==> config.mk <==
export PLATFORM = sky130hd
export DESIGN_NAME = hbsd_ctrl
export DESIGN_NICKNAME = d
export VERILOG_FILES = /design/src/rtl/hbsd_pkg.sv /design/src/rtl/hbsd_ctrl.sv
export SDC_FILE = /design/constraint.sdc
export NUM_CORES = 1
export LEC_CHECK = 0
export ABC_AREA = 1
export BUFFER_PORTS_ARGS = -buffer_cell sky130_fd_sc_hd__buf_2
export CELL_PAD_IN_SITES_DETAIL_PLACEMENT = 0
export CELL_PAD_IN_SITES_GLOBAL_PLACEMENT = 2
export CORE_UTILIZATION = 24
export CTS_BUF_LIST = sky130_fd_sc_hd__clkbuf_8
export DETAILED_ROUTE_END_ITERATION = 6
export PLACE_DENSITY = 0.77
export SYNTH_ARGS = -nofsm -noshare
export SYNTH_HDL_FRONTEND = slang
export SYNTH_SLANG_ARGS = --single-unit
==> constraint.sdc <==
create_clock -name clk -period 1.4 [get_ports clk]
set_clock_uncertainty 0.2 [all_clocks]
set_input_delay 0.14 -clock clk [delete_from_list [all_inputs] [get_ports clk]]
set_output_delay 0.14 -clock clk [all_outputs]
set_load 0.02 [all_outputs]
==> src/rtl/hbsd_pkg.sv <==
// Shared constants, codes and control types of the prefix-code decoder.
// No dependencies; imported by every module of the block.
`timescale 1ns / 1ps
`default_nettype none

package hbsd_pkg;

	localparam int TABLE_ENTRIES = 256;
	localparam int MAX_CODE_LEN  = 24;
	localparam int LEN_LIMIT     = (MAX_CODE_LEN < 24) ? MAX_CODE_LEN : 24;

	localparam int CODE_W = 24;
	localparam int LEN_W  = 5;
	localparam int SYM_W  = 8;
	localparam int IDX_W  = $clog2(TABLE_ENTRIES);
	localparam int CNT_W  = $clog2(TABLE_ENTRIES + 1);

	localparam logic [LEN_W-1:0] LEN_LIMIT_V = LEN_W'(LEN_LIMIT);
	localparam logic [CNT_W-1:0] TABLE_FULL_V = CNT_W'(TABLE_ENTRIES);

	localparam logic [1:0] OP_CLEAR  = 2'd0;
	localparam logic [1:0] OP_LOAD   = 2'd1;
	localparam logic [1:0] OP_DECODE = 2'd2;
	localparam logic [1:0] OP_NONE   = 2'd3;

	typedef enum logic [2:0] {
		ST_SYMBOL  = 3'd0,
		ST_LOADED  = 3'd1,
		ST_CLEARED = 3'd2,
		ST_FULL    = 3'd3,
		ST_TOOLONG = 3'd4
	} status_t;

	typedef struct packed {
		logic [CODE_W-1:0] code;
		logic [LEN_W-1:0]  len;
		logic [SYM_W-1:0]  sym;
	} entry_t;

	// controller -> datapath
	typedef struct packed {
		logic    clear_tbl;
		logic    key_load;
		logic    scan_start;
		logic    shift_bit;
		logic    write_hit;
		logic    write_new;
		logic    push;
		status_t push_status;
		logic    clr_partial;
		logic    flush;
	} cmd_t;

	// datapath -> controller
	typedef struct packed {
		logic bad_len;
		logic scan_hit;
		logic scan_miss;
		logic full;
		logic len_seen;
		logic at_limit;
		logic more_bits;
	} sts_t;

endpackage

`default_nettype wire

==> src/rtl/hbsd_ctrl.sv <==
// Controller state machine: sequences clear, load and per-bit decode.
// Depends on hbsd_pkg; drives the datapath through cmd_t / sts_t.
`timescale 1ns / 1ps
`default_nettype none

module hbsd_ctrl import hbsd_pkg::*; (
	input  logic       clk,
	input  logic       arst_n,
	input  logic       start,
	input  logic [1:0] op,
	input  sts_t       sts,
	output cmd_t       cmd,
	output logic       busy
);

	typedef enum logic [7:0] {
		S_IDLE  = 8'b0000_0001,
		S_CLEAR = 8'b0000_0010,
		S_LCHK  = 8'b0000_0100,
		S_LSCAN = 8'b0000_1000,
		S_BIT   = 8'b0001_0000,
		S_BCHK  = 8'b0010_0000,
		S_BSCAN = 8'b0100_0000,
		S_FLUSH = 8'b1000_0000
	} state_t;

	state_t state_q;
	state_t state_d;
	state_t after_bit;

	assign busy      = (state_q != S_IDLE);
	assign after_bit = sts.more_bits ? S_BIT : S_FLUSH;

	always_comb begin
		cmd     = '0;
		state_d = state_q;
		unique case (state_q)
			S_IDLE: begin
				if (start) begin
					unique case (op)
						OP_CLEAR:  state_d = S_CLEAR;
						OP_LOAD:   state_d = S_LCHK;
						OP_DECODE: state_d = S_BIT;
						OP_NONE:   state_d = S_IDLE;
					endcase
				end
			end
			S_CLEAR: begin
				cmd.clear_tbl   = 1'b1;
				cmd.push        = 1'b1;
				cmd.push_status = ST_CLEARED;
				state_d         = S_FLUSH;
			end
			S_LCHK: begin
				cmd.key_load = 1'b1;
				if (sts.bad_len) begin
					cmd.push        = 1'b1;
					cmd.push_status = ST_TOOLONG;
					state_d         = S_FLUSH;
				end else begin
					cmd.scan_start = 1'b1;
					state_d        = S_LSCAN;
				end
			end
			S_LSCAN: begin
				cmd.key_load = 1'b1;
				if (sts.scan_hit) begin
					cmd.write_hit   = 1'b1;
					cmd.push        = 1'b1;
					cmd.push_status = ST_LOADED;
					state_d         = S_FLUSH;
				end else if (sts.scan_miss) begin
					cmd.push = 1'b1;
					if (sts.full) begin
						cmd.push_status = ST_FULL;
					end else begin
						cmd.write_new   = 1'b1;
						cmd.push_status = ST_LOADED;
					end
					state_d = S_FLUSH;
				end
			end
			S_BIT: begin
				cmd.shift_bit = 1'b1;
				state_d       = S_BCHK;
			end
			S_BCHK: begin
				if (sts.len_seen) begin
					cmd.scan_start = 1'b1;
					state_d        = S_BSCAN;
				end else begin
					if (sts.at_limit) begin
						cmd.push        = 1'b1;
						cmd.push_status = ST_TOOLONG;
						cmd.clr_partial = 1'b1;
					end
					state_d = after_bit;
				end
			end
			S_BSCAN: begin
				if (sts.scan_hit) begin
					cmd.push        = 1'b1;
					cmd.push_status = ST_SYMBOL;
					cmd.clr_partial = 1'b1;
					state_d         = after_bit;
				end else if (sts.scan_miss) begin
					if (sts.at_limit) begin
						cmd.push        = 1'b1;
						cmd.push_status = ST_TOOLONG;
						cmd.clr_partial = 1'b1;
					end
					state_d = after_bit;
				end
			end
			S_FLUSH: begin
				cmd.flush = 1'b1;
				state_d   = S_IDLE;
			end
			default: begin
				state_d = S_IDLE;
			end
		endcase
	end

	always_ff @(posedge clk or negedge arst_n) begin
		if (!arst_n) begin
			state_q <= S_IDLE;
		end else begin
			state_q <= state_d;
		end
	end

endmodule

`default_nettype wire

# After elaboration in Yosys (flattened, before gate mapping)
# Index checks and enable logic that the tools add are counted.
[classes]
eq_ne = 15
n_reduce_logical = 3
muxes = 31
[op_table]
columns = ["cell", "n"]
rows = [
  ["8-bit 2-to-1 mux", 8],
  ["8-bit one-hot mux with 7 select lines", 1],
  ["8-bit one-hot mux with 4 select lines", 1],
  ["5-bit 2-to-1 mux", 5],
  ["4-bit one-hot mux with 5 select lines", 1],
  ["1-bit 2-to-1 mux", 9],
  ["8-bit by 1-bit equality test with 1-bit output, second input constant", 1],
  ["8-bit by 2-bit equality test with 1-bit output, second input constant", 1],
  ["8-bit by 3-bit equality test with 1-bit output, second input constant", 1],
  ["8-bit by 4-bit equality test with 1-bit output, second input constant", 1],
  ["8-bit by 5-bit equality test with 1-bit output, second input constant", 1],
  ["8-bit by 6-bit equality test with 1-bit output, second input constant", 1],
  ["8-bit by 7-bit equality test with 1-bit output, second input constant", 1],
  ["8-bit equality test, second input constant", 1],
  ["4-bit 2-to-1 mux", 2],
  ["8-bit by 1-bit inequality test with 1-bit output, second input constant", 1],
  ["3-bit inequality test, second input constant", 2],
  ["2-bit equality test, second input constant", 2],
  ["2-bit 2-to-1 mux", 2],
  ["1-bit one-hot mux with 2 select lines", 2],
  ["3-bit AND reduction", 1],
  ["2-bit by 1-bit equality test with 1-bit output, second input constant", 1],
  ["2-bit zero test", 1],
  ["2-bit inequality test, second input constant", 1],
  ["2-bit OR reduction", 1],
]
[word_totals]
out_inout_bits = 13
inputBits = 12
ff_bits = 8
elab_cells = 50

# Depth between registers and ports, before layout
# Gate-level depths: netlist (run 1).
[depth]
word_depth = 4
mapped_depth = 10
ltp_nobuf = 10

# Worst setup path before layout (run 1)
# OpenSTA, ideal clock, no wires.
[synth_path]
kind = "flip-flop to output port"
from = "register state_q[6]"
to = "output port cmd[5] (netlist bit)"
n_path_buf = 0
t_arrival_ns = 1.346
path_slack_ns = -0.286
path_stages_with_launch = 8
path_cell_list = "dfrtp_1 inv_2 nand2_4 nor2_8 nand2_4 nor2_1 nor2_2 nand3_2"
[synth_rtl]
columns = ["element", "line", "rtl"]
rows = [
  ["start, declared", "hbsd_ctrl.sv:27", "state_t state_q;"],
  ["start signal, assigned", "hbsd_ctrl.sv:129", "state_q <= state_d;"],
  ["end, declared", "hbsd_ctrl.sv:12", "output cmd_t cmd,"],
]

==> flow_metrics.env, run 1 <==
export IMPL_finalSetupViolCount=19
export IMPL_min_from="op[1]"
export IMPL_slew_viol_final=0
export IMPL_yosysUniqueCellTypes=23
export IMPL_switching_power_uw=911
export IMPL_synthesis_nets=114
export IMPL_cts_buffers=3
export IMPL_drv_cap=0
export IMPL_status="finished, violations left"
export IMPL_arrival_ns=1.50
export IMPL_worst_pin_slew_ns=0.232
export IMPL_critPathRequiredTime_ns=1.06
export IMPL_regMostFlops="state_q"
export IMPL_tns_ns=-6.54
export IMPL_synth_main_ff_cell="dfrtp_1"
export IMPL_drtAntennaViolNets=0
export IMPL_synth_top_cell_area_share_pct=24.9
export IMPL_fp_dieH_microns=56.1
export IMPL_p_leak_uw=0.000727
export IMPL_power_density_mw_per_mm2=1450
export IMPL_hold_path_depth=3
export IMPL_end_kind="primary output"
export IMPL_cts_root_buf="clkbuf_8"
export IMPL_r2r_end="state_q[2]"
export IMPL_path_cells="inv_2 -> nand2_4 -> nor2_4 -> nand2_2 -> nor2_2 -> nand2_2 -> buf_4 -> nand3_2 -> buf_6"
export IMPL_cp_slowest_stage_delay_ns=0.41
export IMPL_p_seq_share_pct=16.5
export IMPL_cts_max_path_buffers=2
export IMPL_die_area_sq_mm=0.00315
export IMPL_io_buffers=24
export IMPL_grt_max_degree=9
export IMPL_yosys_top_cells_count="nand2_1 (19), nor2_1 (16), inv_1 (14)"
export IMPL_rows=19
export IMPL_die_x_microns=56.1
export IMPL_hold_viol=1
export IMPL_synth_edff_count=0
export IMPL_largest_register_ffs=8
export IMPL_intPower_uw=1100
export IMPL_grt_pass1_wl_mm=3.18
export IMPL_clkSinkCount=8
export IMPL_critPathMostFrequentCell="nand2_2"
export IMPL_io_pins=25
export IMPL_async_reset_ff_share_pct=100
export IMPL_clock_fmax_ghz=0.545
export IMPL_syn_area_sq_um=703
export IMPL_regToRegSetupSlack_ns=-0.37
export IMPL_yosys_top_cells_area="dfrtp_1 (25%), nand2_1 (10%), nor2_1 (8.5%)"
export IMPL_grt_pass1_vias=797
export IMPL_dp_slack_ns=-0.228
export IMPL_ys_warn_count=0
export IMPL_clkPwrFrac_pct=13.9
export IMPL_drt_total_wl_mm=2.06
export IMPL_ys_seq_area_share_pct=28.6
export IMPL_rsz0062_at_grt="true"
export IMPL_n_fill_cell=267
export IMPL_antenna_cells=0
export IMPL_grt_usage_pct=13.1
export IMPL_switching_share_pct=45.3
export IMPL_synth_top_cell_by_area="dfrtp_1"
export IMPL_place_congestion=0.824
export IMPL_clk_pin_slew_ns=0.04
export IMPL_min_period_ns=1.84
export IMPL_cp_max_fo=3
export IMPL_crit_slowest_cell="dfrtp_1"
export IMPL_first_iter_violations=1
export IMPL_reg_largest_list="state_q x8"
export IMPL_cts_htree_levels=1
export IMPL_cts_tree="done"
export IMPL_holdWs_ns=-0.00285
export IMPL_drcViolationCount=0
export IMPL_start_util_pct=25.5
export IMPL_vdd_ir_drop_max_mv=0.896
export IMPL_synth_seq_cells=8
export IMPL_hold_path_end="state_q[4]"
export IMPL_hold_class="in -> reg"
export IMPL_area_growth_pct=96.8
export IMPL_fin_crit_sh_pct=131
export IMPL_wl_per_cell_microns=10.7
export IMPL_drtPass1Iterations=4
export IMPL_max_slew_margin_pct=84.4
export IMPL_antenna_found_initial=0
export IMPL_path_class="reg -> out"
export IMPL_avgSynthCellArea_sq_um=6.89
export IMPL_worstSkewPairLatency_ns=0.23
export IMPL_p_comb_share_pct=69.6
export IMPL_rr_worst_depth=11
export IMPL_crit_reg2reg_launch="state_q[5]"
export IMPL_core_region_area_sq_mm=0.00276
export IMPL_vias=834
export IMPL_synth_most_common_cell="nand2_1"
export IMPL_violations="hold timing, setup timing"
export IMPL_grt_overflow=0
export IMPL_via_per_inst=4.34
export IMPL_drive_gt1_share_pct=68.3
export IMPL_finalNetCount=174
export IMPL_finalWorstSetupSlack_ns=-0.437
export IMPL_dpl_hpwl_mm=1.58
export IMPL_synthCells=102
export IMPL_cp_start_kind="flop"
cells by family (layout without fill, tap and decap cells):
family	Yosys count	in the layout	share of synthesized area [%]
DFF	8	8	28.6
buffers and inverters	19	78	10.3
AOI/OAI and AO/OA	8	8	8.18
and+or+nand+nor	67	67	52.8
worst max path at each step:
stage | end | cells past startpoint | startpoint | slack (ns)
5_1_grt | cmd[4] | 9 | state_q[3] | -0.54
6_report | cmd[4] | 9 | state_q[3] | -0.44
2_1_floorplan | cmd[5] | 9 | state_q[0] | -0.18
3_3_place_gp | cmd[5] | 10 | state_q[0] | -0.21
4_1_cts | cmd[5] | 10 | state_q[0] | -0.44
3_5_place_dp | cmd[5] | 10 | state_q[0] | -0.23
final cells by class:
class	instances	area [sq um]	share of cell area [%]
inverter	19	72.6	5.24
timing repair buffer	55	452	32.6
tap	31	38.8	2.80
multi-input combinational	75	574	41.5
clock buffer	3	41.3	2.98
clock inverter	1	3.75	0.271
sequential	8	201	14.6
critical path: cells and delay by family (launching register included):
kind | cells | cell delay (ns)
DFF | 1 | 0.41
and+or+nand+nor | 6 | 0.50
buffers and inverters | 3 | 0.34
power groups by stage:
| stage | Combinational [uW] | Sequential [uW] | Clock (uW) |
|---|---|---|---|
| final | 1400 | 331 | 279 |
| after global routing | 1510 | 338 | 301 |
| after CTS | 1200 | 332 | 285 |
| after detailed placement | 1010 | 331 | 0 |
| after global placement | 1000 | 332 | 0 |
| after floorplan | 721 | 322 | 0 |
metal layers:
layer | vias to the layer above | part of all wire [%] | routed length (microns) | GRT usage (%)
met3 | 2 | 1.3 | 26 | 2.09
met2 | 10 | 55 | 1140 | 23.5
li1 | 432 | - | - | -
met1 | 390 | 42 | 873 | 15.4
met4 | 0 | 0.92 | 19 | 5.23
met5 | - | 0 | 0 | 0
timing repair:
item	in CTS	in global routing
resized for setup	34	24
hold buffers	6	0
pin swaps	11	13
gates cloned	0	0
setup endpoints to repair	20	20
hold endpoints to repair	12	0
setup buffers	5	9
through the flow:
stage	hold slack, ns	util (%)	power (uW)	cell area [sq um]	cells
after floorplan	-0.356	-	1040	736	102
after global placement	-0.218	36.0	1340	992	170
after detailed placement	-0.216	36.0	1340	992	170
after CTS	0.00518	45.0	1820	1240	185
after global routing	0.00254	50.2	2150	1380	192
final	-0.00285	50.2	2010	1380	192
layout by cell type, fill, tap and decap left out:
master,synthesis,final
a21oi_2,1,2
nand2_1,19,13
inv_1,14,8
or2_1,1,1
nand2_4,5,9
dlygate4sd3_1,0,6
nand3_4,0,1
o21ai_1,3,1
buf_4,0,21
nor2_8,1,1
dfrtp_1,7,7
dfstp_2,1,1
o21ai_2,0,2
nor4_4,0,1
nor2_1,16,4
buf_6,0,15
nand4_1,2,2
clkinv_2,1,1
nand2_2,5,7
clkbuf_8,0,3
nor2_4,2,7
o31ai_1,1,1
a21oi_4,1,1
nor2_2,4,11
o21ai_4,0,1
inv_2,4,11
nand3_1,10,8
buf_2,0,13
nand3_2,1,2
Note: power is estimated with default switching activity, not from simulation.
==> inputs of run 2 (changes only) <==
--- a/config.mk
+++ b/config.mk
@@ -5,11 +5,10 @@
 export SDC_FILE = /design/constraint.sdc
 export NUM_CORES = 1
 export LEC_CHECK = 0
-export ABC_AREA = 1
 export BUFFER_PORTS_ARGS = -buffer_cell sky130_fd_sc_hd__buf_2
 export CELL_PAD_IN_SITES_DETAIL_PLACEMENT = 0
 export CELL_PAD_IN_SITES_GLOBAL_PLACEMENT = 2
-export CORE_UTILIZATION = 24
+export CORE_UTILIZATION = 26
 export CTS_BUF_LIST = sky130_fd_sc_hd__clkbuf_8
 export DETAILED_ROUTE_END_ITERATION = 6
 export PLACE_DENSITY = 0.77
==> constraint.sdc (replaced) <==
create_clock -name clk -period 1.5 [get_ports clk]
set_clock_uncertainty 0.2 [all_clocks]
set_input_delay 0.15 -clock clk [delete_from_list [all_inputs] [get_ports clk]]
set_output_delay 0.15 -clock clk [all_outputs]
set_load 0.02 [all_outputs]
==> flow_metrics.env, run 2 <==
export IMPL_dp_slack_ns=-0.483
export IMPL_yosys_top_cells_area="dfrtp_1 (23%), nor2_1 (6.0%), o21ai_0 (4.0%)"
export IMPL_crit_slowest_cell="dfrtp_2"
export IMPL_synthesis_nets=104
export IMPL_finalSetupViolCount=21
export IMPL_fp_dieH_microns=55.6
export IMPL_power_density_mw_per_mm2=1210
export IMPL_antenna_found_initial=0
export IMPL_finalNetCount=172
export IMPL_cp_slowest_stage_delay_ns=0.42
export IMPL_grt_max_degree=12
export IMPL_multi_input_area_sq_um=736
export IMPL_vdd_ir_drop_max_mv=0.959
export IMPL_synth_edff_count=0
export IMPL_cts_htree_levels=1
export IMPL_cts_tree="done"
export IMPL_synth_main_ff_cell="dfrtp_1"
export IMPL_core_region_area_sq_mm=0.00273
export IMPL_n_fill_cell=223
export IMPL_tns_ns=-9.90
export IMPL_clkSinkCount=8
export IMPL_rsz0062_at_grt="true"
export IMPL_synth_top_cell_area_share_pct=23.5
export IMPL_worst_pin_slew_ns=0.382
export IMPL_status="finished, violations left"
export IMPL_die_area_sq_mm=0.00309
export IMPL_path_class="reg -> out"
export IMPL_hold_class="in -> reg"
export IMPL_grt_usage_pct=18.3
export IMPL_max_slew_margin_pct=74.2
export IMPL_postLayoutCellArea_sq_mm=0.00165
export IMPL_drtAntennaViolNets=0
export IMPL_cts_root_buf="clkbuf_8"
export IMPL_avgSynthCellArea_sq_um=8.12
export IMPL_async_reset_ff_share_pct=100
export IMPL_path_cells="buf_4 -> or3b_4 -> nor4_2 -> o21ai_2 -> o41ai_4 -> buf_4"
export IMPL_cp_start_kind="flop"
export IMPL_regMostFlops="state_q"
export IMPL_arrival_ns=1.84
export IMPL_worstSkewPairLatency_ns=0.23
export IMPL_ys_warn_count=0
export IMPL_via_per_inst=5.02
export IMPL_critPathRequiredTime_ns=1.15
export IMPL_ys_seq_area_share_pct=27.0
export IMPL_drtPass1Iterations=4
export IMPL_drt_total_wl_mm=2.59
export IMPL_layout_common_cells="buf_6 (27), buf_4 (27), buf_2 (12)"
export IMPL_start_util_pct=27.3
export IMPL_drcViolationCount=0
export IMPL_violations="setup timing"
export IMPL_synth_seq_cells=8
export IMPL_slew_viol_final=0
export IMPL_wl_per_cell_microns=13.6
export IMPL_p_total_uw=1990
export IMPL_cts_max_path_buffers=2
export IMPL_largest_register_ffs=8
export IMPL_place_congestion=0.885
export IMPL_critPathMostFrequentCell="buf_4"
export IMPL_io_pins=25
export IMPL_end_kind="primary output"
export IMPL_drv_cap=0
export IMPL_grt_pass1_wl_mm=4.44
export IMPL_grt_overflow=0
export IMPL_cp_max_fo=5
export IMPL_io_buffers=24
export IMPL_grt_pass1_vias=954
export IMPL_place_area_sq_mm=0.00123
export IMPL_cts_buffers=3
export IMPL_holdWs_ns=0.0162
export IMPL_dpl_hpwl_mm=1.93
export IMPL_reg_largest_list="state_q x8"
export IMPL_yosys_top_cells_count="nor2_1 (12), dfrtp_1 (7), o21ai_0 (6)"
export IMPL_clk_pin_slew_ns=0.04
export IMPL_p_leak_uw=0.000739
export IMPL_fin_crit_sh_pct=146
export IMPL_syn_area_sq_um=747
export IMPL_clock_fmax_ghz=0.456
export IMPL_synth_most_common_cell="nor2_1"
export IMPL_finalWorstSetupSlack_ns=-0.694
export IMPL_yosysUniqueCellTypes=41
export IMPL_drive_gt1_share_pct=68.6
export IMPL_antenna_cells=0
export IMPL_seq_area_sq_um=204
export IMPL_die_x_microns=55.6
export IMPL_hold_viol=0
export IMPL_min_period_ns=2.19
export IMPL_first_iter_violations=16
export IMPL_area_growth_pct=121
export IMPL_synthCells=92
export IMPL_synth_top_cell_by_area="dfrtp_1"
export IMPL_vias=954
export IMPL_rows=19
==> run 2: cells by family (layout without fill, tap and decap cells) <==
kind of cell    count (synthesis)  count (layout)  synth area share [%]
simple gates                   48              48                  41.9
compound gates                 20              20                  18.8
buf+inv                        12              79                  7.71
flops                           8               8                  27.0
xor+xnor                        4               4                  4.69
==> run 2: worst paths after layout <==
path	from	endpoint	slack [ns]	depth (start not counted)
hold / removal	start	state_q[1]	0.02	2
max in group asynchronous	arst_n	state_q[0]	0.77	2
setup reg to reg	state_q[7]	state_q[4]	-0.54	7
hold reg to reg	state_q[7]	state_q[5]	0.47	2
setup / recovery	state_q[6]	cmd[4]	-0.69	6
min in group asynchronous	arst_n	state_q[7]	0.09	2
==> run 2: per-stage QoR <==
stage / std cells / util (%)
floorplan: 92 / -
global placement: 171 / 44.9
detailed placement: 171 / 44.9
CTS: 186 / 56.4
global route: 190 / 60.3
finish: 190 / 60.3
==> run 2: area by class of cell <==
cell class / instances / share of cell area, %
clock buffer: 3 / 2.50
clock inverter: 1 / 0.228
inverter: 5 / 1.14
multi-input combinational: 72 / 44.6
sequential: 8 / 12.4
tap: 31 / 2.35
timing repair buffer: 70 / 36.8
==> run 2: what timing repair did <==
item / in CTS / in global routing
pin swaps: 16 / 8
hold buffers: 4 / 0
resized for setup: 49 / 17
endpoints found under the hold margin: 10 / 0
gates cloned: 0 / 0
setup endpoints to repair: 21 / 21
setup buffers: 8 / 4
==> run 2: report_power, final <==
group	internal (uW)	total [uW]	switching [uW]
registers	259	290	30.4
clock network	177	262	85.1
logic	758	1440	683
total	1190	1990	798
==> run 2: layer usage <==
layer / up-vias / track usage (%) / wire, microns
met1: 454 / 21.7 / 1040
met4: 0 / 7.50 / 35
met3: 4 / 2.09 / 85
li1: 474 / - / -
met2: 22 / 33.4 / 1440
met5: - / 0 / 0
==> run 2: worst max-delay path: cells and delay by family (launching register included) <==
family                 cells  cell delay [ns]
DFF                        1             0.42
AOI/OAI and AO/OA          2             0.19
and+or+nand+nor            2             0.70
buffers and inverters      2             0.30
